### src/design/scvs_ram.sv
// Single-port synchronous memory with a registered read port.
// Used for the chunk directory and for the voxel pool; no dependencies.
module scvs_ram #(
	parameter int AW = 9,
	parameter int DW = 7
) (
	input  logic          clk,
	input  logic          we,
	input  logic [AW-1:0] addr,
	input  logic [DW-1:0] wdata,
	output logic [DW-1:0] rdata
);

	logic [DW-1:0] mem [2**AW];
	logic [DW-1:0] rdata_q;

	always_ff @(posedge clk) begin
		if (we) begin
			mem[addr] <= wdata;
		end
		rdata_q <= mem[addr];
	end

	assign rdata = rdata_q;

endmodule

### config.mk
export PLATFORM = sky130hd
export DESIGN_NAME = scvs_ram
export DESIGN_NICKNAME = d
export VERILOG_FILES = /design/src/design/scvs_ram.sv
export SDC_FILE = /design/constraint.sdc
export NUM_CORES = 2
export LEC_CHECK = 0
export BUFFER_PORTS_ARGS = -buffer_cell sky130_fd_sc_hd__buf_2
export CAP_MARGIN = 20
export CORE_ASPECT_RATIO = 1.1
export CORE_MARGIN = 3
export CORE_UTILIZATION = 55
export CTS_BUF_LIST = sky130_fd_sc_hd__clkbuf_8
export DETAILED_ROUTE_END_ITERATION = 8
export PLACE_DENSITY = 0.73
export SYNTH_ARGS = -nofsm -noshare
export SYNTH_HDL_FRONTEND = slang
export SYNTH_SLANG_ARGS = --single-unit
### constraint.sdc
create_clock -name clk -period 6 [get_ports clk]
set_input_delay 0.6 -clock clk [delete_from_list [all_inputs] [get_ports clk]]
set_output_delay 0.6 -clock clk [all_outputs]
set_load 0.01 [all_outputs]
==> PnR_summary.wiki <==
{| class="wikitable"
! Metric !! Value
|-
| Max Fanout on Critical Path || 40
|-
| Top-level port count || 25
|-
| Fraction of power consumed by the clock network || 37.6%
|-
| Standard-cell rows || 193
|-
| Share of cells above drive strength 1 || 23.1%
|-
| CP Data Required Time || 6.86 ns
|-
| Die Footprint || 0.260 mm²
|-
| Filler cell count || 17100
|-
| Most numerous cell in the Yosys netlist || edfxtp_1
|-
| Clk sink count || 3591
|-
| Cell type with the largest total area after synthesis || edfxtp_1
|-
| Post_cts resized || 0
|-
| Total count of hold-check failures in the final report || 0
|-
| Cell count after synthesis || 6722
|-
| Ys async rst share || 0%
|-
| DR pass1 iterations || 6
|-
| Number of buffers created by CTS || 542
|-
| Instance area after placement || 0.144 mm²
|-
| Total number of vias || 72400
|-
| Number of enable flip-flop cells after synthesis || 3584
|-
| Mean Syn Cell Area || 20.8 µm²
|-
| Worst-case clock buffer depth || 4
|-
| Count of pins over their slew limit || 0
|-
| Final setup violating endpoints || 0
|-
| Vias in the first global route || 72800
|-
| Power density over the cells || 314 mW/mm²
|-
| Crit Path Class || primary input to flip-flop
|-
| Worst Hold Class || primary input to flip-flop
|-
| X dimension of the die || 487 µm
|-
| Run status || completed
|-
| CP arrival || 5.31 ns
|-
| Setup total negative slack || 0 ns
|-
| Area of all placed cells without fillers || 0.154 mm²
|-
| Post-synthesis cell area || 0.140 mm²
|-
| Slew @ Worst Pin || 1.27 ns
|-
| Drt wl/cell || 34.0 µm
|-
| Critical-path top delay cell || nor4_1
|-
| Synth Register Bits || 3591
|-
| Kind of capture point of the worst setup path || flip-flop
|-
| Commonest register cell after synthesis || edfxtp_1
|-
| Netlist cell types || 72
|-
| Net switching fraction of the power || 22.5%
|-
| Top cell type's share of synthesized area || 77.0%
|-
| Synthesized netlist net count || 6740
|-
| H-tree depth reported by CTS || 6
|-
| Crit path top cell by count || buf_4
|-
| Count of maximum capacitance violations || 0
|-
| Die extent in y || 535 µm
|-
| Iter 0 DRT Violations || 10500
|-
| Portion of the clock cycle consumed by the worst path in the final layout || 74.2%
|-
| Top achievable clock speed || 0.225 GHz
|-
| Relative slew margins || 15.3%
|-
| Final Wtd Congestion || 0.969
|-
| Internal Pwr Total || 37400 µW
|-
| Post-layout utilization of the core || 61.0%
|-
| Final cell count without fillers || 10800
|-
| Final min period || 4.45 ns
|-
| First-pass GRT wire length || 529 mm
|-
| RSZ-0062 raised after global routing || false
|-
| Ordered list of cells on the worst path || buf_4 > buf_4 > nor2b_2 > nand2_1 > buf_4 > nor2_1 > a221oi_1 > nand4_1 > nor4_1 > nand4_1
|-
| Via count normalized by instance count || 6.70
|-
| Final layout net count || 7102
|-
| Initial antenna violation count || 23
|-
| Ranking of synthesized cells by area || edfxtp_1 (77%), mux4_2 (12%), mux2i_1 (2.8%)
|-
| Sequential Power Share || 57.3%
|-
| Most instantiated cells after synthesis || edfxtp_1 (3584), mux4_2 (775), nor2_1 (572), mux2i_1 (393), clkbuf_1 (180)
|-
| Share of total power in combinational logic || 5.1%
|-
| Core footprint || 0.252 mm²
|-
| Count of input and output buffers || 24
|-
| Yosys warns || 0
|-
| Net Sw Power || 10900 µW
|-
| Initial core utilization || 55.5%
|-
| Clock transition at the registers of the reported paths || 0.07 ns
|-
| DRC Markers || 0
|-
| Family with the most delay on the worst path || simple AND/OR/NAND/NOR gates
|-
| Detailed Route WL || 367 mm
|-
| Synth-to-layout area growth || 9.98%
|-
| Placed cell count || 9854
|-
| Global-route total usage across every layer || 28.3%
|-
| Clock tree root buffer cell || clkbuf_8
|-
| Largest net degree at the start of global routing || 181
|-
| Clock tree from TritonCTS || done
|-
| CP max stage delay || 0.95 ns
|-
| Static leakage power || 0.0486 µW
|-
| Fraction of the yosys area taken by sequential cells || 77.1%
|-
| Register-to-register setup slack || 2.20 ns
|-
| Kind of start point of the critical path || primary input
|-
| Antenna Violating Nets Remaining || 0
|-
| Clock Skews || 0.0532 ns
|-
| Clock latency reported for the late side of the worst-skew pair || 1.03 ns
|-
| Placed wire-length estimate after detailed placement || 226 mm
|-
| Peak supply drop || 0.190 mV
|-
| Remaining global-route overflow || 0
|-
| WP buf/inv || 3
|}
## layout make-up
class | count | area, µm² | area share [%]
clock buffers | 556 | 7650 | 4.98
clock inverters | 375 | 1830 | 1.19
repair buffers | 250 | 2410 | 1.57
diodes | 18 | 45.0 | 0.0293
inverters | 11 | 51.3 | 0.0334
multi-input cells | 2688 | 29900 | 19.4
well taps | 3315 | 4150 | 2.70
flip-flops and latches | 3591 | 108000 | 70.1
## cell usage in the layout, fill, tap and decap left out, types with 18 or more instances in the layout
cell        Yosys  routed
clkinvlp_4      0      20
a22oi_1        64      64
nor2b_1        29      24
clkinv_1        1     117
nand4_1        50      50
mux4_2        775     775
diode_2         0      18
buf_4          64     187
inv_1          10     187
nor2_1        572     570
a211oi_1       31      31
o21ai_0        60      60
and3_1         22      22
buf_12          4      40
nand2_1       117     114
clkinv_2        0      37
mux2_2         19      19
mux2i_1       393     393
a221oi_1       38      38
nand3_1        77      65
o211ai_1       19      19
a21oi_1        60      60
clkbuf_8        0     556
edfxtp_1     3584    3584
o22ai_1       134     134
a31oi_1        37      37
## per-stage QoR
| step | setup slack (ns) | hold WS, ns | power [µW] |
|---|---|---|---|
| 6_report | 1.55 | 0.0877 | 48300 |
| 3_5_place_dp | 0.775 | 0.900 | 30600 |
| 5_1_grt | 1.65 | 0.0483 | 49600 |
| 3_3_place_gp | 0.344 | 0.930 | 30600 |
| 2_1_floorplan | 2.60 | 0.699 | 29400 |
| 4_1_cts | 1.87 | 0.000000888 | 48400 |
## state kept, by name, summed over array words and instances (netlist names)
register / count
rdata: 7
mem: 3584
## logic make-up after synthesis
group	share of synthesized area [%]
AO/OA/AOI/OAI	2.66
buffers and inverters	1.73
flip-flops	77.1
multiplexers	15.5
AND/OR/NAND/NOR	3.04
## worst paths after layout
check / to / depth (start not counted) / startpoint
max: rdata[3] / 10 / addr[5]
min: mem[21][6] / 1 / wdata[6]
max reg2reg: rdata[0] / 8 / mem[471][0]
min reg2reg: rdata[5] / 4 / mem[320][5]
## power by group through the flow
stage          clock [µW]  combinational (µW)  sequential (µW)
6_report            18100                2450            27700
5_1_grt             19400                2530            27600
4_1_cts             18300                2420            27700
3_5_place_dp            0                2420            28200
3_3_place_gp            0                2370            28200
2_1_floorplan           0                1260            28200
## what timing repair did
item / in CTS / in global routing
endpoints found under the hold margin: 50 / 0
setup buffers: 0 / 0
hold buffers: 1 / 0
## routing by layer
| metal | vias up | wire length [µm] | global-route usage [%] |
|---|---|---|---|
| met3 | 1099 | 46200 | 7.79 |
| li1 | 28800 | - | - |
| met5 | - | 75 | 0 |
| met1 | 37300 | 128000 | 38.2 |
| met2 | 5210 | 171000 | 42.8 |
| met4 | 12 | 21800 | 14.9 |
(Power assumes the default switching activity.)
