--- config.mk ---
export PLATFORM = sky130hd
export DESIGN_NAME = scvs_addr
export DESIGN_NICKNAME = d
export VERILOG_FILES = /design/src/design/scvs_pkg.sv /design/src/design/scvs_addr.sv
export SDC_FILE = /design/constraint.sdc
export NUM_CORES = 1
export LEC_CHECK = 0
export BUFFER_PORTS_ARGS = -buffer_cell sky130_fd_sc_hd__buf_4
export CORE_MARGIN = 2
export CORE_UTILIZATION = 46
export DETAILED_ROUTE_END_ITERATION = 8
export MAX_ROUTING_LAYER = met4
export PLACE_DENSITY = 0.91
export SYNTH_ARGS = -nofsm -noshare
export SYNTH_HDL_FRONTEND = slang
export SYNTH_SLANG_ARGS = --single-unit
--- constraint.sdc ---
create_clock -name clk -period 1.17 [get_ports clk]
set_input_delay 0.234 -clock clk [delete_from_list [all_inputs] [get_ports clk]]
set_output_delay 0.234 -clock clk [all_outputs]
set_load 0.005 [all_outputs]
--- src/design/scvs_pkg.sv ---
// Shared types and constants of the sparse chunked voxel store.
// Holds request and status codes, controller states and the result record.
// Depends on nothing.
package scvs_pkg;

	localparam int GRID_EDGE_DEF  = 128;
	localparam int CHUNK_EDGE_DEF = 16;
	localparam int POOL_SLOTS_DEF = 64;

	localparam int COORD_W = 11;
	localparam int BLOCK_W = 8;
	localparam int LIGHT_W = 4;
	localparam int WORD_W  = BLOCK_W + LIGHT_W;

	localparam int RECIP_SHIFT = 20;
	localparam int RECIP_W     = RECIP_SHIFT + 1;

	typedef enum logic [2:0] {
		REQ_RD_BLOCK = 3'd0,
		REQ_WR_BLOCK = 3'd1,
		REQ_RD_LIGHT = 3'd2,
		REQ_WR_LIGHT = 3'd3,
		REQ_CLEAR    = 3'd4
	} scvs_req_t;

	typedef enum logic [1:0] {
		STAT_OK      = 2'd0,
		STAT_OUTSIDE = 2'd1,
		STAT_FULL    = 2'd2
	} scvs_status_t;

	typedef enum logic [2:0] {
		S_INIT,
		S_IDLE,
		S_SPLIT,
		S_DIR,
		S_POOL,
		S_MOD,
		S_ZERO,
		S_CLEAR
	} scvs_state_t;

	typedef struct packed {
		logic [BLOCK_W-1:0] read_value;
		logic               removed;
		logic               placed;
		scvs_status_t       status;
	} scvs_result_t;

endpackage

--- src/design/scvs_addr.sv ---
// Two-stage coordinate splitter: grid check, chunk index and local offset.
// Division by the chunk edge uses a reciprocal multiply; uses scvs_pkg.
module scvs_addr import scvs_pkg::*; #(
	parameter int GRID_EDGE  = GRID_EDGE_DEF,
	parameter int CHUNK_EDGE = CHUNK_EDGE_DEF
) (
	input  logic                      clk,
	input  logic                      go,
	input  logic signed [COORD_W-1:0] pos_x,
	input  logic signed [COORD_W-1:0] pos_y,
	input  logic signed [COORD_W-1:0] pos_z,
	output logic                      in_grid,
	output logic [3*((((GRID_EDGE + CHUNK_EDGE - 1) / CHUNK_EDGE) > 1) ?
		$clog2((GRID_EDGE + CHUNK_EDGE - 1) / CHUNK_EDGE) : 1)-1:0] dir_idx,
	output logic [3*$clog2(CHUNK_EDGE)-1:0] local_idx
);

	localparam int CPE   = (GRID_EDGE + CHUNK_EDGE - 1) / CHUNK_EDGE;
	localparam int CB    = (CPE > 1) ? $clog2(CPE) : 1;
	localparam int LB    = $clog2(CHUNK_EDGE);
	localparam int XB    = $clog2(GRID_EDGE);
	localparam int PW    = XB + RECIP_W;
	localparam int MW    = XB + 7;
	localparam int RECIP = ((1 << RECIP_SHIFT) + CHUNK_EDGE - 1) / CHUNK_EDGE;

	logic [2:0][COORD_W-1:0] pos_all;
	logic [2:0]              ok_c;
	logic [2:0][PW-1:0]      prod_c;
	logic [2:0][CB-1:0]      q_c;
	logic [2:0][MW-1:0]      r_c;

	logic               ok_s1;
	logic [2:0][XB-1:0] xv_s1;
	logic [2:0][CB-1:0] q_s1;

	logic                 in_grid_s2;
	logic [3*CB-1:0]      dir_idx_s2;
	logic [3*LB-1:0]      local_idx_s2;

	assign pos_all = {pos_x, pos_y, pos_z};

	always_comb begin
		for (int i = 0; i < 3; i++) begin
			ok_c[i]   = !pos_all[i][COORD_W-1] && (pos_all[i] < COORD_W'(GRID_EDGE));
			prod_c[i] = PW'(pos_all[i][XB-1:0]) * PW'(RECIP);
			q_c[i]    = prod_c[i][RECIP_SHIFT +: CB];
			r_c[i]    = MW'(xv_s1[i]) - MW'(q_s1[i]) * MW'(CHUNK_EDGE);
		end
	end

	always_ff @(posedge clk) begin
		if (go) begin
			ok_s1 <= &ok_c;
			for (int i = 0; i < 3; i++) begin
				xv_s1[i] <= pos_all[i][XB-1:0];
				q_s1[i]  <= q_c[i];
			end
		end
		in_grid_s2   <= ok_s1;
		dir_idx_s2   <= {q_s1[2], q_s1[1], q_s1[0]};
		local_idx_s2 <= {r_c[2][LB-1:0], r_c[1][LB-1:0], r_c[0][LB-1:0]};
	end

	assign in_grid   = in_grid_s2;
	assign dir_idx   = dir_idx_s2;
	assign local_idx = local_idx_s2;

endmodule

==> results_dict.tcl, run 1 <==
set metrics [dict create \
    status "finished, final reports clean" \
    syn2layout_area_growth_pct 49.44 \
    antenna_found_initial 0 \
    cp-end-kind "output port" \
    max-cap-violations 0 \
    reg2reg_slack_ns 0.67 \
    cp-start-kind "flip-flop" \
    drtAntennaViolNets 0 \
    cp.arrival_ns 0.78 \
    slew_headroom 0.8229 \
    period_share 0.8692 \
    critical_path_class "flip-flop to output port" \
    fmax_ghz 0.9833 \
    clockBufferDepth 2 \
    syn_area_um2 1126 \
    grt_pass1_vias 625 \
    pin_count 57 \
    ir_worst_vdd_v 0.001339 \
    grt_pass1_wl_mm 2.656 \
    avgSynthCellArea_um2 23.46 \
    tightest_slew_ns 0.2657 \
    gp_congestion 0.6229 \
    placed_cells 132 \
    grt_max_degree 23 \
    cts-root-buf "clkbuf_4" \
    drt-total-wl_mm 1.744 \
    final_max_slew_viol_count 0 \
    synth_cells 48 \
    grt_util_met1 0.1361 \
    critical_path.max_fanout 1 \
    crit_required_ns 0.94 \
    die-height_um 53.48 \
    die_w_um 53.48 \
    post-cts-setup-buffers 0 \
    io_buffers 56 \
    drt-pass1-iter-count 2 \
    gr-max-usage-layer "met2" \
    syn_nets 83 \
    vias 616 \
    synth-seq-cells 44 \
    fin_hold_ws_ns 0.06075 \
    max_stage_delay_ns 0.32 \
    postCtsResizedCells 0 \
    finalHoldViolCount 0 \
    crit_chain "buf_4" \
    htree_levels 2 \
    cellPowerDensity_nw_per_um2 1815 \
    finalClockSkew_ns 0.009198 \
    route.detailed.drc 0 \
    register_area_um2 1101 \
    clk_pin_slew_ns 0.12 \
    instances_no_fill 140 \
    grt-ovfl-total 0 \
    grt_use_met2 0.2572 \
    wl_per_cell_um 12.46 \
    fillers 142 \
    dieArea_um2 2860 \
    num-nets-final 146 \
    multi_input_area_um2 25.02 \
    drt_iter0_markers 5 \
    total_power_mw 3.055 \
    tns_ns 0 \
    ctsHoldBuffers 0 \
    hold_class "input pin to flip-flop" \
    grt_setup_unrepaired "false" \
    drive_gt1_frac 0.5625 \
    start_util 0.4994 \
    vias_per_cell 4.400 \
    setup_viol 0 \
    period_needed_ns 1.017 \
    rows 17 \
    tritoncts "built" \
    met3_usage 0.07062 \
    cts.sinks 44 \
    diodes 0 \
    core_um2 2255 \
    p_leak_nw 0.7297 \
    slowest_stage "dfxtp_1" \
    track_usage 0.1478 \
    ys_warn_count 0 \
    worst-path-buf-inv 1 \
    clk_latency_ns 0.34 \
    yosysSeqAreaShare 0.9778 \
    cts_buffers 5 \
    cp_top_family "flip-flops" \
    synth_cell_types 4 \
]
## routing by layer
layer  vias up  share of wire
met1       273           0.34
met4         0          0.013
met3         2           0.12
met2        43           0.53
met5         -              0
li1        298              -
## worst paths after layout
check        cells past startpoint              endpoint                 from
max                              1               in_grid      in_grid$_DFF_P_
min                              1   xv_s1[14]$_DFFE_PP_             pos_x[0]
max reg2reg                      0  local_idx[9]$_DFF_P_  xv_s1[15]$_DFFE_PP_
min reg2reg                      0       in_grid$_DFF_P_      ok_s1$_DFFE_PP_
## sequential cells by signal, summed over array words and instances, names as in the netlist
register and cells:
local_idx 12, xv_s1 12, dir_idx 9, q_s1 9, in_grid 1, ok_s1 1
## cells in the mapped netlist
master    number  area, µm²
nor4_1         3      18.77
and3_1         1      6.260
dfxtp_1       22      440.4
edfxtp_1      22      660.6
## final cells by class
cell class / instances / share of cell area
clock inverter: 2 / 0.03569
tap: 28 / 0.02082
timing repair buffer: 56 / 0.2498
multi-input combinational: 4 / 0.01487
sequential: 44 / 0.6543
clock buffer: 6 / 0.02454
## per-stage QoR
stage	area, µm²	setup slack [ns]	util
6_report	1683	0.1530	0.7464
5_1_grt	1683	0.09163	0.7464
4_1_cts	1683	0.1290	0.7464
3_5_place_dp	1582	0.2670	0.7014
3_3_place_gp	1582	0.2879	0.7014
2_1_floorplan	1126	0.4232	-
## cell usage in the layout (no fill, tap or decap), drive strengths merged
master,count
edfxtp,22
buf,56
and3,1
clkbuf,6
dfxtp,22
nor4,3
bufinv,2
## power breakdown
group	total, mW	internal (mW)	switching (mW)	leakage [nW]
registers	1.77	1.74	0.0277	0.401
logic	0.197	0.139	0.0579	0.277
clock network	1.09	0.667	0.423	0.0525
total	3.06	2.55	0.508	0.730
## cell families after synthesis
family / synth area share
and+or+nand+nor: 0.02223
DFF: 0.9778
Power figures use the tool's default switching activity.
==> inputs of run 2 (changes only) <==
Settings changed: PLACE_DENSITY 0.91 to unset, PLACE_DENSITY_LB_ADDON set to 0.3, SLEW_MARGIN set to 20.
==> run 2 against run 1 <==
  * Utilization down 2.2 points
  * Register-to-register slack about the same
  * Wire length decreased by 0.40%
  * Clock-buffer cell count fell by 1
  * Cell count unchanged
  * Design area down 3.0%
  * Flip-flop and latch count stayed put
  * Via count up 2.8%
  * Fmax about the same
  * Clock power fell by 41%
  * Worst hold slack better by 0.0053 ns
  * Combinational power is essentially flat
  * Largest power group unchanged
  * Highest routed layer unchanged
==> results_dict.tcl, run 2 (synthesis results as in run 1) <==
set metrics [dict create \
    total_power_mw 2.607 \
    clockBufferDepth 2 \
    r2r_cells 0 \
    cts-root-buf "clkbuf_4" \
    slowest_stage "dfxtp_1" \
    drt_iter0_markers 15 \
    start_util 0.4994 \
    antenna_found_initial 0 \
    route.detailed.drc 0 \
    ctsHoldBuffers 0 \
    hold_class "input pin to flip-flop" \
    die_w_um 53.48 \
    clk_latency_ns 0.33 \
    critical_path_class "flip-flop to output port" \
    fmax_ghz 0.9832 \
    die-height_um 53.48 \
    p_leak_nw 0.7096 \
    reg2reg_slack_ns 0.66 \
    drive_gt1_frac 0.5625 \
    worst-path-buf-inv 1 \
    vias 633 \
    drt-total-wl_mm 1.737 \
    period_needed_ns 1.017 \
    diodes 0 \
    status "finished, final reports clean" \
    critical_path.max_fanout 1 \
    max-cap-violations 0 \
    most-common-layout-cells "buf_4 (56), dfxtp_1 (22), edfxtp_1 (22)" \
    syn2layout_area_growth_pct 45.00 \
    postCtsResizedCells 0 \
    p_comb_frac 0.075 \
    grt_setup_unrepaired "false" \
    p_switching_mw 0.5063 \
    final_max_slew_viol_count 0 \
    dp_slack_ns 0.2255 \
    cts.sinks 44 \
    cp_top_family "flip-flops" \
    slew_headroom 0.8175 \
    tightest_slew_ns 0.2738 \
    gp_congestion 0.7332 \
    grt_pass1_vias 629 \
    io_buffers 56 \
    tritoncts "built" \
    core_um2 2255 \
    vias_per_cell 4.521 \
    hold_depth 1 \
    hold_path_end "xv_s1[8]$_DFFE_PP_" \
    setup_viol 0 \
    final_common_cell "buf_4" \
    max_stage_delay_ns 0.32 \
    finalClockSkew_ns 0.008732 \
    period_share 0.8693 \
    worstReg2RegStart "q_s1[4]$_DFFE_PP_" \
    num-nets-final 146 \
    grt_pass1_wl_mm 2.594 \
    grt_max_degree 23 \
    cts_buffers 5 \
    crit_required_ns 0.94 \
    min_from "pos_y[1]" \
    track_usage 0.1430 \
    seq_power_share 0.679 \
    cellPowerDensity_nw_per_um2 1597 \
    cp-end-kind "output port" \
    clkPwrFrac 0.246 \
    drt-pass1-iter-count 2 \
    dieArea_um2 2860 \
    worstReg2RegEnd "dir_idx[4]$_DFF_P_" \
    rows 17 \
    cp-start-kind "flip-flop" \
    clk_pin_slew_ns 0.12 \
    htree_levels 2 \
    fin_hold_ws_ns 0.06608 \
    final_core_util 0.7242 \
    post-cts-setup-buffers 0 \
    wl_per_cell_um 12.41 \
    drtAntennaViolNets 0 \
    tns_ns 0 \
    power_switching_share 0.1942 \
    internal_power_mw 2.101 \
    ir_worst_vdd_v 0.001174 \
    finalWorstSetupSlack_ns 0.1529 \
    pin_count 57 \
    grt-ovfl-total 0 \
    crit_chain "buf_4" \
    finalHoldViolCount 0 \
    cp.arrival_ns 0.78 \
]
[run 2: cell types whose count changed in the layout (fill, tap and decap cells not counted), sizes merged]
cell	previous run	this run
clkbuf	6	5
clkinv	0	3
bufinv	2	0
[run 2: worst max path at each step]
stage	depth (start not counted)	from	to	slack, ns
floorplan	2	pos_x[9]	ok_s1$_DFFE_PP_	0.42
global placement	3	pos_x[9]	ok_s1$_DFFE_PP_	0.29
detailed placement	3	pos_x[9]	ok_s1$_DFFE_PP_	0.23
CTS	1	local_idx[4]$_DFF_P_	local_idx[4]	0.14
global route	1	local_idx[7]$_DFF_P_	local_idx[7]	0.11
finish	1	local_idx[4]$_DFF_P_	local_idx[4]	0.15
[run 2: power by group through the flow]
stage	clock network, mW	registers [mW]	logic, mW
4_1_cts	0.673	1.77	0.200
5_1_grt	0.730	1.78	0.212
6_report	0.641	1.77	0.196
3_3_place_gp	0	1.80	0.194
3_5_place_dp	0	1.81	0.200
2_1_floorplan	0	1.81	0.00170
[run 2: metrics by stage]
stage               instances  instance area (µm²)
CTS                       140                 1633
detailed placement        132                 1582
floorplan                  48                 1126
global route              140                 1633
global placement          132                 1582
finish                    140                 1633
[run 2: metal layers]
layer	track usage	part of all wire
met5	-	0
met4	0.05128	0.0058
met3	0.07627	0.13
met2	0.2654	0.56
met1	0.1157	0.30
[run 2: cell type report]
| type | count | area [µm²] |
|---|---|---|
| Sequential cell | 44 | 1101 |
| Timing Repair Buffer | 56 | 420.4 |
| Clock buffer | 5 | 37.54 |
| Fill cell | 151 | 621.8 |
| Clock inverter | 3 | 13.76 |
| Multi-Input combinational cell | 4 | 25.02 |
| Tap cell | 28 | 35.03 |
==> inputs of run 3 (changes only) <==
Settings changed: CORE_ASPECT_RATIO set to 0.9.
==> run 3 against run 2 <==
  * Clock skew is 0.0048 ns lower
  * Cell count is 0.71% lower
  * Clock-buffer cell count is 3 higher
  * Combinational power hardly changed
  * Non-clock buffer count stayed put
  * First-iteration DRC count is 40% lower
  * Worst setup slack worse by 0.0033 ns
  * Sequential share of layout area is 0.26 points lower
  * Largest cell class unchanged
  * Largest power group unchanged
  * Highest routed layer unchanged
==> results_dict.tcl, run 3 (synthesis results as in run 1) <==
set metrics [dict create \
    pin_count 57 \
    post-cts-setup-buffers 0 \
    grt_pass1_wl_mm 2.642 \
    syn2layout_area_growth_pct 45.56 \
    dr_wl_met3_um 187 \
    diodes 0 \
    tightest_slew_ns 0.2710 \
    dieArea_um2 2861 \
    final_max_slew_viol_count 0 \
    wl_met2_um 917 \
    drtAntennaViolNets 0 \
    drt_iter0_markers 9 \
    clockBufferDepth 2 \
    slowest_stage "dfxtp_1" \
    r2r_cells 0 \
    period_share 0.8722 \
    cts.sinks 44 \
    tns_ns 0 \
    finalHoldViolCount 0 \
    final_common_cell "buf_4" \
    critical_path_class "flip-flop to output port" \
    most-common-layout-cells "buf_4 (56), dfxtp_1 (22), edfxtp_1 (22)" \
    grt_setup_unrepaired "false" \
    grt_pass1_vias 607 \
    crit_chain "buf_4" \
    crit_required_ns 0.94 \
    clk_latency_ns 0.34 \
    wl_per_cell_um 12.65 \
    worst-path-buf-inv 1 \
    max_stage_delay_ns 0.32 \
    cp_top_family "flip-flops" \
    ir_worst_vdd_v 0.001319 \
    routed.top_layer "met4" \
    multi_input_area_um2 25.02 \
    hold_path_end "q_s1[2]$_DFFE_PP_" \
    hold_depth 1 \
    drt-pass1-iter-count 5 \
    max-cap-violations 0 \
    wl_met1_um 638 \
    fillers 137 \
    start_util 0.5022 \
    finalClockSkew_ns 0.003907 \
    track_usage 0.1428 \
    fmax_ghz 0.9800 \
    p_leak_nw 0.7098 \
    tritoncts "built" \
    die-height_um 50.94 \
    worstReg2RegEnd "dir_idx[8]$_DFF_P_" \
    cellPowerDensity_nw_per_um2 1635 \
    num-nets-final 146 \
    route.detailed.drc 0 \
    cp-start-kind "flip-flop" \
    htree_levels 2 \
    drt-total-wl_mm 1.759 \
    slew_headroom 0.8193 \
    die_w_um 56.16 \
    setup_viol 0 \
    vias 621 \
    reg2reg_slack_ns 0.67 \
    rows 16 \
    vias_per_cell 4.468 \
    antenna_found_initial 0 \
    hold_class "input pin to flip-flop" \
    grt_max_degree 23 \
    cp-end-kind "output port" \
    drive_gt1_frac 0.5536 \
    min_from "pos_z[6]" \
    cp.arrival_ns 0.79 \
    gp_congestion 0.6692 \
    register_area_um2 1101 \
    critical_path.max_fanout 1 \
    cp.depth 1 \
    core_um2 2242 \
    postCtsResizedCells 0 \
    cts_buffers 5 \
    clk_pin_slew_ns 0.11 \
    final_core_util 0.7310 \
    ctsHoldBuffers 0 \
    status "finished, final reports clean" \
    io_buffers 56 \
    period_needed_ns 1.020 \
    grt-ovfl-total 0 \
    worstReg2RegStart "q_s1[8]$_DFFE_PP_" \
    cts-root-buf "clkbuf_4" \
]
-- run 3: cell types whose count changed in the layout (fill, tap and decap cells not counted) --
cell	previous run	this run
clkinv_2	2	0
clkbuf_8	0	1
clkbuf_1	0	2
clkinv_1	1	0
-- run 3: power breakdown --
group | switching (mW) | internal (mW) | total (mW)
clock | 0.417 | 0.297 | 0.714
sequential | 0.0283 | 1.74 | 1.77
combinational | 0.0571 | 0.139 | 0.196
total | 0.503 | 2.18 | 2.68
-- run 3: layer usage --
layer | track usage | vias to the layer above
met5 | - | -
met4 | 0.05952 | 0
met3 | 0.08861 | 2
met2 | 0.2431 | 42
met1 | 0.1276 | 276
li1 | - | 301
-- run 3: metrics by stage --
stage	power [mW]	cells	setup WS, ns	hold WS (ns)	cell area (µm²)
floorplan	1.810	48	0.4232	0.3233	1126
global placement	1.995	131	0.2943	0.3248	1580
detailed placement	2.008	131	0.2271	0.3269	1580
CTS	2.715	139	0.1245	0.04143	1639
global route	2.799	139	0.09183	0.02621	1639
finish	2.680	139	0.1496	0.06263	1639
-- run 3: final cells by class --
cell class,count,share of cell area
clock buffers,8,0.03588
repair buffers,56,0.2565
multi-input cells,4,0.01527
well taps,27,0.02061
flip-flops and latches,44,0.6718
-- run 3: worst max path at each step --
stage,from,end
5_1_grt,dir_idx[2]$_DFF_P_,dir_idx[2]
3_5_place_dp,pos_y[10],ok_s1$_DFFE_PP_
6_report,local_idx[8]$_DFF_P_,local_idx[8]
3_3_place_gp,pos_y[10],ok_s1$_DFFE_PP_
4_1_cts,dir_idx[2]$_DFF_P_,dir_idx[2]
2_1_floorplan,pos_x[9],ok_s1$_DFFE_PP_
