$ cat config.mk
export PLATFORM = sky130hd
export DESIGN_NAME = scvs_ctrl
export DESIGN_NICKNAME = d
export VERILOG_FILES = /design/src/design/scvs_pkg.sv /design/src/design/scvs_ctrl.sv
export SDC_FILE = /design/constraint.sdc
export NUM_CORES = 1
export LEC_CHECK = 0
export BUFFER_PORTS_ARGS = -buffer_cell sky130_fd_sc_hd__buf_2
export CAP_MARGIN = 20
export CORE_MARGIN = 3
export CORE_UTILIZATION = 54
export CTS_BUF_LIST = sky130_fd_sc_hd__clkbuf_4 sky130_fd_sc_hd__clkbuf_8
export CTS_CLUSTER_DIAMETER = 60
export DETAILED_ROUTE_END_ITERATION = 7
export PLACE_DENSITY = 0.83
export REMOVE_ABC_BUFFERS = 1
export SETUP_SLACK_MARGIN = 0.05
export SLEW_MARGIN = 20
export SYNTH_ARGS = -nofsm -noshare
export SYNTH_HDL_FRONTEND = slang
export SYNTH_SLANG_ARGS = --single-unit
export TNS_END_PERCENT = 20
$ cat constraint.sdc
create_clock -name clk -period 4.7 [get_ports clk]
set_clock_uncertainty 0.05 [all_clocks]
set_input_delay 0.235 -clock clk [delete_from_list [all_inputs] [get_ports clk]]
set_output_delay 0.235 -clock clk [all_outputs]
set_load 0.03 [all_outputs]
$ cat src/design/scvs_pkg.sv
// Shared types and constants of the sparse chunked voxel store.
// Holds request and status codes, controller states and the result record.
// Depends on nothing.
package scvs_pkg;

	localparam int GRID_EDGE_DEF  = 128;
	localparam int CHUNK_EDGE_DEF = 16;
	localparam int POOL_SLOTS_DEF = 64;

	localparam int COORD_W = 11;
	localparam int BLOCK_W = 8;
	localparam int LIGHT_W = 4;
	localparam int WORD_W  = BLOCK_W + LIGHT_W;

	localparam int RECIP_SHIFT = 20;
	localparam int RECIP_W     = RECIP_SHIFT + 1;

	typedef enum logic [2:0] {
		REQ_RD_BLOCK = 3'd0,
		REQ_WR_BLOCK = 3'd1,
		REQ_RD_LIGHT = 3'd2,
		REQ_WR_LIGHT = 3'd3,
		REQ_CLEAR    = 3'd4
	} scvs_req_t;

	typedef enum logic [1:0] {
		STAT_OK      = 2'd0,
		STAT_OUTSIDE = 2'd1,
		STAT_FULL    = 2'd2
	} scvs_status_t;

	typedef enum logic [2:0] {
		S_INIT,
		S_IDLE,
		S_SPLIT,
		S_DIR,
		S_POOL,
		S_MOD,
		S_ZERO,
		S_CLEAR
	} scvs_state_t;

	typedef struct packed {
		logic [BLOCK_W-1:0] read_value;
		logic               removed;
		logic               placed;
		scvs_status_t       status;
	} scvs_result_t;

endpackage

$ cat src/design/scvs_ctrl.sv
// Request sequencer: directory lookup, pool read-modify-write, slot allocation
// with zeroing sweep, and directory clearing. Uses scvs_pkg.
module scvs_ctrl import scvs_pkg::*; #(
	parameter int GRID_EDGE  = GRID_EDGE_DEF,
	parameter int CHUNK_EDGE = CHUNK_EDGE_DEF,
	parameter int POOL_SLOTS = POOL_SLOTS_DEF,
	localparam int CPE = (GRID_EDGE + CHUNK_EDGE - 1) / CHUNK_EDGE,
	localparam int CB  = (CPE > 1) ? $clog2(CPE) : 1,
	localparam int LB  = $clog2(CHUNK_EDGE),
	localparam int SB  = (POOL_SLOTS > 1) ? $clog2(POOL_SLOTS) : 1,
	localparam int DAW = 3 * CB,
	localparam int LAW = 3 * LB,
	localparam int PAW = SB + LAW
) (
	input  logic               clk,
	input  logic               arst_n,
	input  logic               start,
	output logic               busy,
	input  logic [2:0]         req_type,
	input  logic [BLOCK_W-1:0] block_type,
	input  logic [LIGHT_W-1:0] light_level,
	input  logic               notify,
	output logic               addr_go,
	input  logic               in_grid,
	input  logic [DAW-1:0]     dir_idx,
	input  logic [LAW-1:0]     local_idx,
	output logic               dir_we,
	output logic [DAW-1:0]     dir_addr,
	output logic [SB:0]        dir_wdata,
	input  logic [SB:0]        dir_rdata,
	output logic               pool_we,
	output logic [PAW-1:0]     pool_addr,
	output logic [WORD_W-1:0]  pool_wdata,
	input  logic [WORD_W-1:0]  pool_rdata,
	output logic               done,
	output scvs_result_t       res
);

	localparam int UW = $clog2(POOL_SLOTS + 1);

	scvs_state_t        state_q, state_d;
	logic [DAW-1:0]     dcnt_q;
	logic [LAW-1:0]     zcnt_q;
	logic [UW-1:0]      used_q;
	logic               done_q, done_d;
	scvs_result_t       res_q, res_d;

	scvs_req_t          req_q;
	logic [BLOCK_W-1:0] btype_q;
	logic [LIGHT_W-1:0] lval_q;
	logic               notify_q;
	logic [SB-1:0]      slot_q, slot_d;

	logic               load;
	logic               slot_ld;
	logic               used_inc;
	logic               used_clr;
	logic               have;
	logic               need;
	logic [WORD_W-1:0]  fill_word;
	logic [BLOCK_W-1:0] old_block;
	logic [LIGHT_W-1:0] old_light;

	assign have      = dir_rdata[SB];
	assign need      = ((req_q == REQ_WR_BLOCK) && (btype_q != '0)) ||
		((req_q == REQ_WR_LIGHT) && (lval_q != '0));
	assign fill_word = (req_q == REQ_WR_BLOCK) ? {{LIGHT_W{1'b0}}, btype_q} :
		{lval_q, {BLOCK_W{1'b0}}};
	assign old_block = pool_rdata[BLOCK_W-1:0];
	assign old_light = pool_rdata[WORD_W-1:BLOCK_W];

	always_comb begin
		state_d    = state_q;
		load       = 1'b0;
		slot_ld    = 1'b0;
		slot_d     = slot_q;
		used_inc   = 1'b0;
		used_clr   = 1'b0;
		dir_we     = 1'b0;
		dir_addr   = dir_idx;
		dir_wdata  = '0;
		pool_we    = 1'b0;
		pool_addr  = {slot_q, local_idx};
		pool_wdata = '0;
		done_d     = 1'b0;
		res_d      = '0;
		unique case (state_q)
			S_INIT: begin
				dir_we   = 1'b1;
				dir_addr = dcnt_q;
				if (dcnt_q == '1) begin
					state_d = S_IDLE;
				end
			end
			S_IDLE: begin
				if (start) begin
					load = 1'b1;
					unique case (scvs_req_t'(req_type))
						REQ_CLEAR: begin
							used_clr = 1'b1;
							state_d  = S_CLEAR;
						end
						REQ_RD_BLOCK, REQ_WR_BLOCK, REQ_RD_LIGHT, REQ_WR_LIGHT: begin
							state_d = S_SPLIT;
						end
						default: begin
							done_d = 1'b1;
						end
					endcase
				end
			end
			S_SPLIT: begin
				state_d = S_DIR;
			end
			S_DIR: begin
				if (!in_grid) begin
					done_d       = 1'b1;
					res_d.status = STAT_OUTSIDE;
					state_d      = S_IDLE;
				end else begin
					state_d = S_POOL;
				end
			end
			S_POOL: begin
				pool_addr = {dir_rdata[SB-1:0], local_idx};
				if (have) begin
					slot_ld = 1'b1;
					slot_d  = dir_rdata[SB-1:0];
					state_d = S_MOD;
				end else if (!need) begin
					done_d  = 1'b1;
					state_d = S_IDLE;
				end else if (used_q == UW'(POOL_SLOTS)) begin
					done_d       = 1'b1;
					res_d.status = STAT_FULL;
					state_d      = S_IDLE;
				end else begin
					dir_we    = 1'b1;
					dir_wdata = {1'b1, used_q[SB-1:0]};
					used_inc  = 1'b1;
					slot_ld   = 1'b1;
					slot_d    = used_q[SB-1:0];
					state_d   = S_ZERO;
				end
			end
			S_MOD: begin
				done_d  = 1'b1;
				state_d = S_IDLE;
				unique case (req_q)
					REQ_RD_BLOCK: begin
						res_d.read_value = old_block;
					end
					REQ_RD_LIGHT: begin
						res_d.read_value = {{(BLOCK_W - LIGHT_W){1'b0}}, old_light};
					end
					REQ_WR_BLOCK: begin
						if (old_block != btype_q) begin
							pool_we       = 1'b1;
							pool_wdata    = {old_light, btype_q};
							res_d.removed = notify_q && (old_block != '0);
							res_d.placed  = notify_q && (btype_q != '0);
						end
					end
					REQ_WR_LIGHT: begin
						pool_we    = 1'b1;
						pool_wdata = {lval_q, old_block};
					end
					default: begin
					end
				endcase
			end
			S_ZERO: begin
				pool_we    = 1'b1;
				pool_addr  = {slot_q, zcnt_q};
				pool_wdata = (zcnt_q == local_idx) ? fill_word : '0;
				if (zcnt_q == '1) begin
					done_d       = 1'b1;
					res_d.placed = notify_q && (req_q == REQ_WR_BLOCK);
					state_d      = S_IDLE;
				end
			end
			S_CLEAR: begin
				dir_we   = 1'b1;
				dir_addr = dcnt_q;
				if (dcnt_q == '1) begin
					done_d  = 1'b1;
					state_d = S_IDLE;
				end
			end
		endcase
	end

	always_ff @(posedge clk or negedge arst_n) begin
		if (!arst_n) begin
			state_q <= S_INIT;
			dcnt_q  <= '0;
			zcnt_q  <= '0;
			used_q  <= '0;
			done_q  <= 1'b0;
		end else begin
			state_q <= state_d;
			done_q  <= done_d;
			if ((state_q == S_INIT) || (state_q == S_CLEAR)) begin
				dcnt_q <= dcnt_q + 1'b1;
			end
			if (state_q == S_ZERO) begin
				zcnt_q <= zcnt_q + 1'b1;
			end
			if (used_clr) begin
				used_q <= '0;
			end else if (used_inc) begin
				used_q <= used_q + 1'b1;
			end
		end
	end

	always_ff @(posedge clk) begin
		if (load) begin
			req_q    <= scvs_req_t'(req_type);
			btype_q  <= block_type;
			lval_q   <= light_level;
			notify_q <= notify;
		end
		if (slot_ld) begin
			slot_q <= slot_d;
		end
		if (done_d) begin
			res_q <= res_d;
		end
	end

	assign busy    = (state_q != S_IDLE);
	assign addr_go = load;
	assign done    = done_q;
	assign res     = res_q;

endmodule

==> impl_summary.txt, run 1 <==
----------------------------------------------------
[Finish]
  Number of filler cells placed in the layout ... 611
  Antenna cell count ... 0
  Area used by sequential logic in the layout ... 1822 µm²
  Layout net count ... 613
  Footprint of the multi-input gates ... 2123 µm²
  Final instance area ... 4986 µm²
  Layout cell share with drive strength beyond 1 ... 28.75%
  Synth-to-Final Area Change ... 22.50%
  Core occupancy in the finished layout ... 68.38%

[Critical path]
  Largest stage delay, worst path ... 0.67 ns
  CP max-delay cell ... sky130_fd_sc_hd__dfrtp_1
  Worst reg2reg path endpoint ... res[7]$_SDFFCE_PN0P_
  Crit path cell chain ... nand3b_1 > nor2_1 > nand4_1 > o211ai_1 > buf_2
  R2r worst-path depth ... 4
  Launching element type of the critical path ... flip-flop
  Crit path capture type ... output port
  Required time of the critical path ... 4.41 ns
  Number of buffers and inverters on the critical path ... 1
  Data arrival time of the critical path ... 2.86 ns
  Critical R2R Launch ... btype_q[4]$_DFFE_PP_
  Dominant delay contributor by cell family on the critical path ... simple AND/OR/NAND/NOR gates
  Largest fanout on the critical path ... 19
  Class of the most critical setup path ... reg -> out
  Worst setup slack for register-to-register paths ... 2.14 ns

[Place]
  Detailed-placement wirelength estimate ... 7324 µm
  Gpl congestion ... 0.8915
  Placed Area ... 4732 µm²
  Number of I/O port buffers ... 122

[Yosys]
  Sequential fraction of the synthesis area ... 44.76%
  Most area-hungry cell type in the Yosys netlist ... sky130_fd_sc_hd__edfxtp_1
  XOR/XNOR share of the synthesized area ... 8.177%
  Share of Yosys cell area claimed by the top area cell type ... 25.08%
  Combinational family with the most area after synthesis ... simple AND/OR/NAND/NOR gates
  Number of enable-type register cells in the synthesized netlist ... 34
  Post-synthesis simple-gate area fraction ... 25.64%
  Multiplexer share of the synthesized area ... 6.640%
  Leading register cell type out of synthesis ... sky130_fd_sc_hd__edfxtp_1
  Yosys warning total ... 0
  Seq cells post-synth ... 66
  Post-synthesis instance total ... 434
  Top post-synthesis cells by area ... sky130_fd_sc_hd__edfxtp_1 (25%), sky130_fd_sc_hd__dfrtp_1 (20%), sky130_fd_sc_hd__nand2_1 (9.0%), sky130_fd_sc_hd__xor2_1 (4.5%), sky130_fd_sc_hd__mux2_2 (4.4%)
  FFs w/ async S/R, synth ... 48.48%
  Most frequent cell after synthesis ... sky130_fd_sc_hd__nand2_1
  Complex-gate fraction of the synthesized area ... 9.407%
  Adder-Cell Fraction of Synth Area ... 1.537%
  Number of distinct library cell variants in the gate-level netlist after synthesis ... 49
  Top cell types by occurrence after synthesis ... sky130_fd_sc_hd__nand2_1 (98), sky130_fd_sc_hd__edfxtp_1 (34), sky130_fd_sc_hd__dfrtp_1 (32)
  Post-synthesis instance area ... 4070 µm²
  Synthesized area per cell ... 9.378 µm²

[Power]
  Leakage power total ... 2.291 nW
  Pwr per Cell Area ... 318.4 nW/µm²
  Worst ir drop on vdd ... 0.2792 mV
  Final Total Pwr ... 1.588 mW

[Global route]
  Vias in the first global route ... 3381
  Number of antenna violations at the first check in global routing ... 0
  Combined global-route utilization of all metal layers ... 22.98%
  Global-route wire length before repair ... 15950 µm
  Pin count of the biggest net entering global routing ... 33
  GRT Residual Overflow ... 0

[Floorplanning]
  Die span in x ... 92.82 µm
  Top Ports ... 123
  Die ar. ... 8615 µm²
  Effective utilization at floorplan ... 55.82%
  Chip height ... 92.82 µm
  Num rows ... 31
  Core Region ... 7292 µm²

[Worst hold path]
  Hold Path Sink ... btype_q[6]$_DFFE_PP_
  Hold path depth ... 1
  Worst hold path type ... in -> reg
  Origin of the worst min-delay path ... block_type[6]

[STA]
  Period utilisation layout ... 66.92%
  Number of slew-limit violations in the final report ... 0
  Crit path time final ... 3.145 ns
  Hold_ws ... 0.01687 ns
  Maximum clock frequency ... 317.9 MHz
  RSZ-0062 raised after global routing ... false
  Summed negative setup slack over all endpoints ... 0 ns
  Slew @ Worst Pin ... 0.9814 ns
  Count of endpoints failing hold in the final timing report ... 0
  Final setup viols ... 0
  Normalized max-slew margin ... 34.43%

[Clocking]
  Clock Tree Buf Depth ... 2
  TritonCTS clock tree ... done
  Clock Sink Count ... 66
  Number of buffers inserted to repair setup after CTS ... 0
  Later-pin clock latency in the skew report ... 0.34 ns
  Cell at the root of the clock tree ... sky130_fd_sc_hd__clkbuf_8
  Number of buffers inserted during clock tree synthesis ... 9
  CTS clk-pin slew, worst paths ... 0.07 ns
  Max H-tree Level ... 3
  PostCTS Resize Cnt ... 0

[Status]
  Status ... completed

[Routing]
  Post-route DRC ... 0
  Wire length on met2 ... 4772 µm
  Drt first-iter violations ... 200
  Highest routed metal layer ... met4
  Met3 wire length ... 737 µm
  Post-route met1 wirelength ... 4236 µm
  Final antenna-violating net count ... 0
  Average wire per standard cell ... 15.08 µm
  Via count ... 3657
  Per-cell via count in the routed design ... 5.609
  Aggregate routed wire length ... 9829 µm
  1st-pass router iterations ... 4

[Job]
  Max-cap check violation count ... 0

----------------------------------------------------
-- worst register-to-register path, cell delays in order (launching register included) --
cell and delay [ns]:
sky130_fd_sc_hd__edfxtp_1 0.47, sky130_fd_sc_hd__nor4_1 0.48, sky130_fd_sc_hd__nand3_1 0.40, sky130_fd_sc_hd__a31oi_1 0.30, sky130_fd_sc_hd__a211o_1 0.48
-- worst max path at each step --
stage	startpoint	end	slack (ns)	depth (start not counted)
after floorplan	state_q[0]$_DFFE_PN0P_	used_q[5]$_DFFE_PN0P_	0.18	4
after CTS	state_q[1]$_DFFE_PN0P_	pool_wdata[0]	1.57	5
after detailed placement	state_q[1]$_DFFE_PN0P_	pool_wdata[0]	1.94	5
after global placement	state_q[1]$_DFFE_PN0P_	pool_wdata[2]	2.04	5
after global routing	state_q[1]$_DFFE_PN0P_	pool_wdata[4]	1.17	5
final	state_q[1]$_DFFE_PN0P_	pool_wdata[0]	1.55	5
-- per-stage QoR --
step / instances / setup WS, ns
2_1_floorplan: 410 / 0.1775
3_3_place_gp: 633 / 2.036
3_5_place_dp: 633 / 1.944
4_1_cts: 650 / 1.566
5_1_grt: 652 / 1.171
6_report: 652 / 1.555
-- what timing repair did --
action,in CTS,in global routing
endpoints found under the hold margin,32,2
endpoints found under the setup margin,0,0
hold buffers,1,2
-- cells in the final DEF, fill, tap and decap left out, drive strengths merged, types with 3 or more instances in the layout --
cell	synthesis	layout
a21oi	4	4
a31oi	3	3
and2	6	6
and3	9	9
and4	5	5
buf	4	124
clkbuf	20	10
clkinv	0	3
dfrtp	32	32
dlygate4sd3	0	3
edfxtp	34	34
ha	5	5
inv	13	13
mux2	16	16
mux2i	9	9
nand2	98	98
nand2b	8	8
nand3	10	10
nand3b	3	3
nand4	13	13
nor2	23	23
nor2b	5	5
nor3	8	8
nor4	11	11
o2111ai	8	8
o211ai	13	13
o21ai	9	9
or4	3	3
xnor2	17	17
xor2	21	21
-- layer usage --
metal  track usage, %  vias up
li1                 -     1779
met2            38.45      151
met4            6.227        0
met3            4.793       11
met1            30.30     1716
met5                0        -
-- registers in the layout, summed over array words and instances, names as in the netlist, 3 cells and up --
signal,count
slot_q,6
zcnt_q,12
lval_q,4
btype_q,8
res,12
dcnt_q,9
used_q,7
state_q,3
req_q,3
-- power by group --
part	total [mW]	internal (mW)	switching, mW
clock network	0.514	0.301	0.213
registers	0.743	0.664	0.0794
logic	0.331	0.140	0.190
-- cell type report --
class | count | area share [%]
clock buffer | 10 | 2.635
clock inverter | 6 | 1.631
inverter | 13 | 0.9787
multi-input combinational | 331 | 42.58
sequential | 66 | 36.54
tap | 99 | 2.484
timing repair buffer | 127 | 13.15
-- kinds of logic after synthesis --
logic type / count (synthesis)
AO/OA/AOI/OAI: 51
multiplexers: 25
XOR/XNOR: 38
buffers and inverters: 37
AND/OR/NAND/NOR: 212
flip-flops: 66
adder cells (fa/ha/maj): 5
Power figures use the tool's default switching activity.
==> run 2: changes to the inputs <==
--- a/config.mk
+++ b/config.mk
@@ -5,14 +5,15 @@
 export SDC_FILE = /design/constraint.sdc
 export NUM_CORES = 1
 export LEC_CHECK = 0
+export ABC_AREA = 1
 export BUFFER_PORTS_ARGS = -buffer_cell sky130_fd_sc_hd__buf_2
 export CAP_MARGIN = 20
 export CORE_MARGIN = 3
-export CORE_UTILIZATION = 54
+export CORE_UTILIZATION = 49
 export CTS_BUF_LIST = sky130_fd_sc_hd__clkbuf_4 sky130_fd_sc_hd__clkbuf_8
 export CTS_CLUSTER_DIAMETER = 60
 export DETAILED_ROUTE_END_ITERATION = 7
-export PLACE_DENSITY = 0.83
+export PLACE_DENSITY = 0.8
 export REMOVE_ABC_BUFFERS = 1
 export SETUP_SLACK_MARGIN = 0.05
 export SLEW_MARGIN = 20
==> constraint.sdc (replaced) <==
create_clock -name clk -period 2.6 [get_ports clk]
set_clock_uncertainty 0.05 [all_clocks]
set_input_delay 0.13 -clock clk [delete_from_list [all_inputs] [get_ports clk]]
set_output_delay 0.13 -clock clk [all_outputs]
set_load 0.03 [all_outputs]
==> impl_summary.txt, run 2 <==
----------------------------------------------------
[Status]
  Status ... completed

[Global route]
  GRT Residual Overflow ... 0
  Combined global-route utilization of all metal layers ... 22.34%
  Pin count of the biggest net entering global routing ... 33
  Number of antenna violations at the first check in global routing ... 0
  Vias in the first global route ... 3836
  Global-route wire length before repair ... 17520 µm

[STA]
  RSZ-0062 raised after global routing ... true
  Crit path time final ... 2.431 ns
  Period utilisation layout ... 93.48%
  Normalized max-slew margin ... 49.99%
  Slack of the critical path ... 0.1694 ns
  Number of slew-limit violations in the final report ... 0
  Maximum clock frequency ... 411.4 MHz
  Count of endpoints failing hold in the final timing report ... 0
  Hold_ws ... 0.03974 ns
  Summed negative setup slack over all endpoints ... 0 ns
  Slew @ Worst Pin ... 0.7501 ns
  Final setup viols ... 0

[Worst hold path]
  Worst hold path type ... in -> reg

[Yosys]
  Most frequent cell after synthesis ... sky130_fd_sc_hd__nand2_1
  Top cell types by occurrence after synthesis ... sky130_fd_sc_hd__nand2_1 (188), sky130_fd_sc_hd__inv_1 (64), sky130_fd_sc_hd__nor2_1 (63)
  FFs w/ async S/R, synth ... 48.48%
  Sequential fraction of the synthesis area ... 44.28%
  Post-synthesis instance area ... 4114 µm²
  Seq cells post-synth ... 66
  Number of distinct library cell variants in the gate-level netlist after synthesis ... 32
  Most area-hungry cell type in the Yosys netlist ... sky130_fd_sc_hd__edfxtp_1
  Yosys warning total ... 0
  Synthesized area per cell ... 7.320 µm²
  Top post-synthesis cells by area ... sky130_fd_sc_hd__edfxtp_1 (25%), sky130_fd_sc_hd__dfrtp_1 (19%), sky130_fd_sc_hd__nand2_1 (17%), sky130_fd_sc_hd__inv_1 (5.8%), sky130_fd_sc_hd__nor2_1 (5.7%)
  Share of Yosys cell area claimed by the top area cell type ... 24.82%
  Number of enable-type register cells in the synthesized netlist ... 34
  Post-synthesis instance total ... 562
  Leading register cell type out of synthesis ... sky130_fd_sc_hd__edfxtp_1

[Clocking]
  Clock Tree Buf Depth ... 2
  CTS clk-pin slew, worst paths ... 0.07 ns
  Max H-tree Level ... 3
  TritonCTS clock tree ... done
  Cell at the root of the clock tree ... sky130_fd_sc_hd__clkbuf_8
  Number of buffers inserted during clock tree synthesis ... 9
  Clock Sink Count ... 66
  Later-pin clock latency in the skew report ... 0.34 ns

[Routing]
  Via count ... 4215
  Per-cell via count in the routed design ... 5.178
  Average wire per standard cell ... 13.33 µm
  Final antenna-violating net count ... 0
  Post-route DRC ... 0
  1st-pass router iterations ... 5
  Drt first-iter violations ... 354
  Aggregate routed wire length ... 10850 µm

[Power]
  Worst ir drop on vdd ... 0.4194 mV
  Pwr per Cell Area ... 873.1 nW/µm²
  Leakage power total ... 2.615 nW

[Critical path]
  Launching element type of the critical path ... flip-flop
  Crit path capture type ... output port
  Class of the most critical setup path ... reg -> out
  Required time of the critical path ... 2.42 ns
  Largest fanout on the critical path ... 12
  Data arrival time of the critical path ... 2.25 ns

[Finish]
  Layout cell share with drive strength beyond 1 ... 22.19%
  Layout net count ... 772
  Final instance area ... 5210 µm²
  Commonest non-fill, non-tap cell in the layout ... sky130_fd_sc_hd__nand2_1
  Antenna cell count ... 0
  Most frequent cells in the layout ... sky130_fd_sc_hd__nand2_1 (188), sky130_fd_sc_hd__buf_2 (122), sky130_fd_sc_hd__inv_1 (64)
  Synth-to-Final Area Change ... 26.64%
  Core occupancy in the finished layout ... 65.72%

[Floorplanning]
  Die ar. ... 9532 µm²
  Num rows ... 32
  Chip height ... 97.63 µm
  Die span in x ... 97.63 µm
  Top Ports ... 123
  Core Region ... 7928 µm²
  Effective utilization at floorplan ... 51.89%

[Place]
  Detailed-placement wirelength estimate ... 8191 µm
  Placed Area ... 4847 µm²
  Worst slack at placement ... 0.5753 ns
  Gpl congestion ... 0.9228
  Number of I/O port buffers ... 122

[Job]
  Max-cap check violation count ... 0

----------------------------------------------------
-- run 2: cell count changes after synthesis, sizes merged, moves of 7 or more --
cell / change
nand2: +92
inv: +55
nor2: +43
o21ai: +32
nand3: +26
mux2: -16
clkbuf: -14
o211ai: -11
and3: -9
mux2i: -9
xnor2: -9
nand2b: -8
nor4: -8
o2111ai: -7
-- run 2: through the flow --
| step | power, mW | std cells |
|---|---|---|
| after floorplan | 3.049 | 550 |
| after global placement | 3.629 | 781 |
| after detailed placement | 3.683 | 781 |
| after CTS | 4.549 | 814 |
| after global routing | 4.837 | 814 |
| final | 4.549 | 814 |
-- run 2: final cells by class --
type | instances | area (µm²)
Clock inverter | 4 | 43.79
Clock buffer | 12 | 146.4
Timing Repair Buffer | 146 | 833.3
Fill cell | 685 | 2718
Sequential cell | 66 | 1822
Inverter | 70 | 262.8
Tap cell | 102 | 127.6
Multi-Input combinational cell | 414 | 1974
-- run 2: critical path, cell delays in order (launching register included) --
cell                       delay, ns
sky130_fd_sc_hd__edfxtp_1       0.41
sky130_fd_sc_hd__inv_1          0.09
sky130_fd_sc_hd__nand2_2        0.08
sky130_fd_sc_hd__nor2_2         0.28
sky130_fd_sc_hd__inv_1          0.28
sky130_fd_sc_hd__nor2_1         0.23
sky130_fd_sc_hd__a21boi_0       0.13
sky130_fd_sc_hd__o21ai_0        0.19
sky130_fd_sc_hd__buf_2          0.22
-- run 2: metal layers --
layer,share of wire [%],track usage (%),vias up
li1,-,-,2097
met1,41,28.69,1884
met2,47,37.22,218
met3,9.9,5.240,16
met4,1.7,7.242,0
met5,0,0,-
-- run 2: path summary, 6_finish.rpt --
path                                   startpoint               endpoint  slack, ns  cells after the start
hold reg to reg             dcnt_q[6]$_DFFE_PN0N_  dcnt_q[6]$_DFFE_PN0N_       0.46                      1
min in group asynchronous                  arst_n  used_q[5]$_DFFE_PN0P_       0.34                      2
setup reg to reg           state_q[0]$_DFFE_PN0P_   res[8]$_SDFFCE_PN0P_       0.55                      8
max in group asynchronous                  arst_n  dcnt_q[5]$_DFFE_PN0N_       1.68                      2
setup / recovery               req_q[2]$_DFFE_PP_          pool_wdata[0]       0.17                      8
hold / removal                       dir_rdata[2]    slot_q[2]$_DFFE_PP_       0.04                      3
-- run 2: cell families (layout without fill, tap and decap cells) --
family          Yosys count  count (layout)  share of synthesized area [%]
flops                    66              66                          44.28
simple gates            322             322                          32.73
fa+ha+maj                 5               5                          1.521
xor+xnor                 30              30                          6.387
compound gates           57              57                          7.300
buf+inv                  82             232                          7.786
-- run 2: what timing repair did --
action                                 CTS  global route
gates resized for setup                  0             1
setup endpoints to repair                0             9
hold buffers                            17             0
endpoints found under the hold margin   48             0
setup buffers                            0             0
-- run 2: where the power goes --
group,switching [mW],total [mW],internal [mW]
clock,0.380,0.849,0.469
sequential,0.219,1.66,1.44
combinational,1.45,2.04,0.588
total,2.05,4.55,2.50
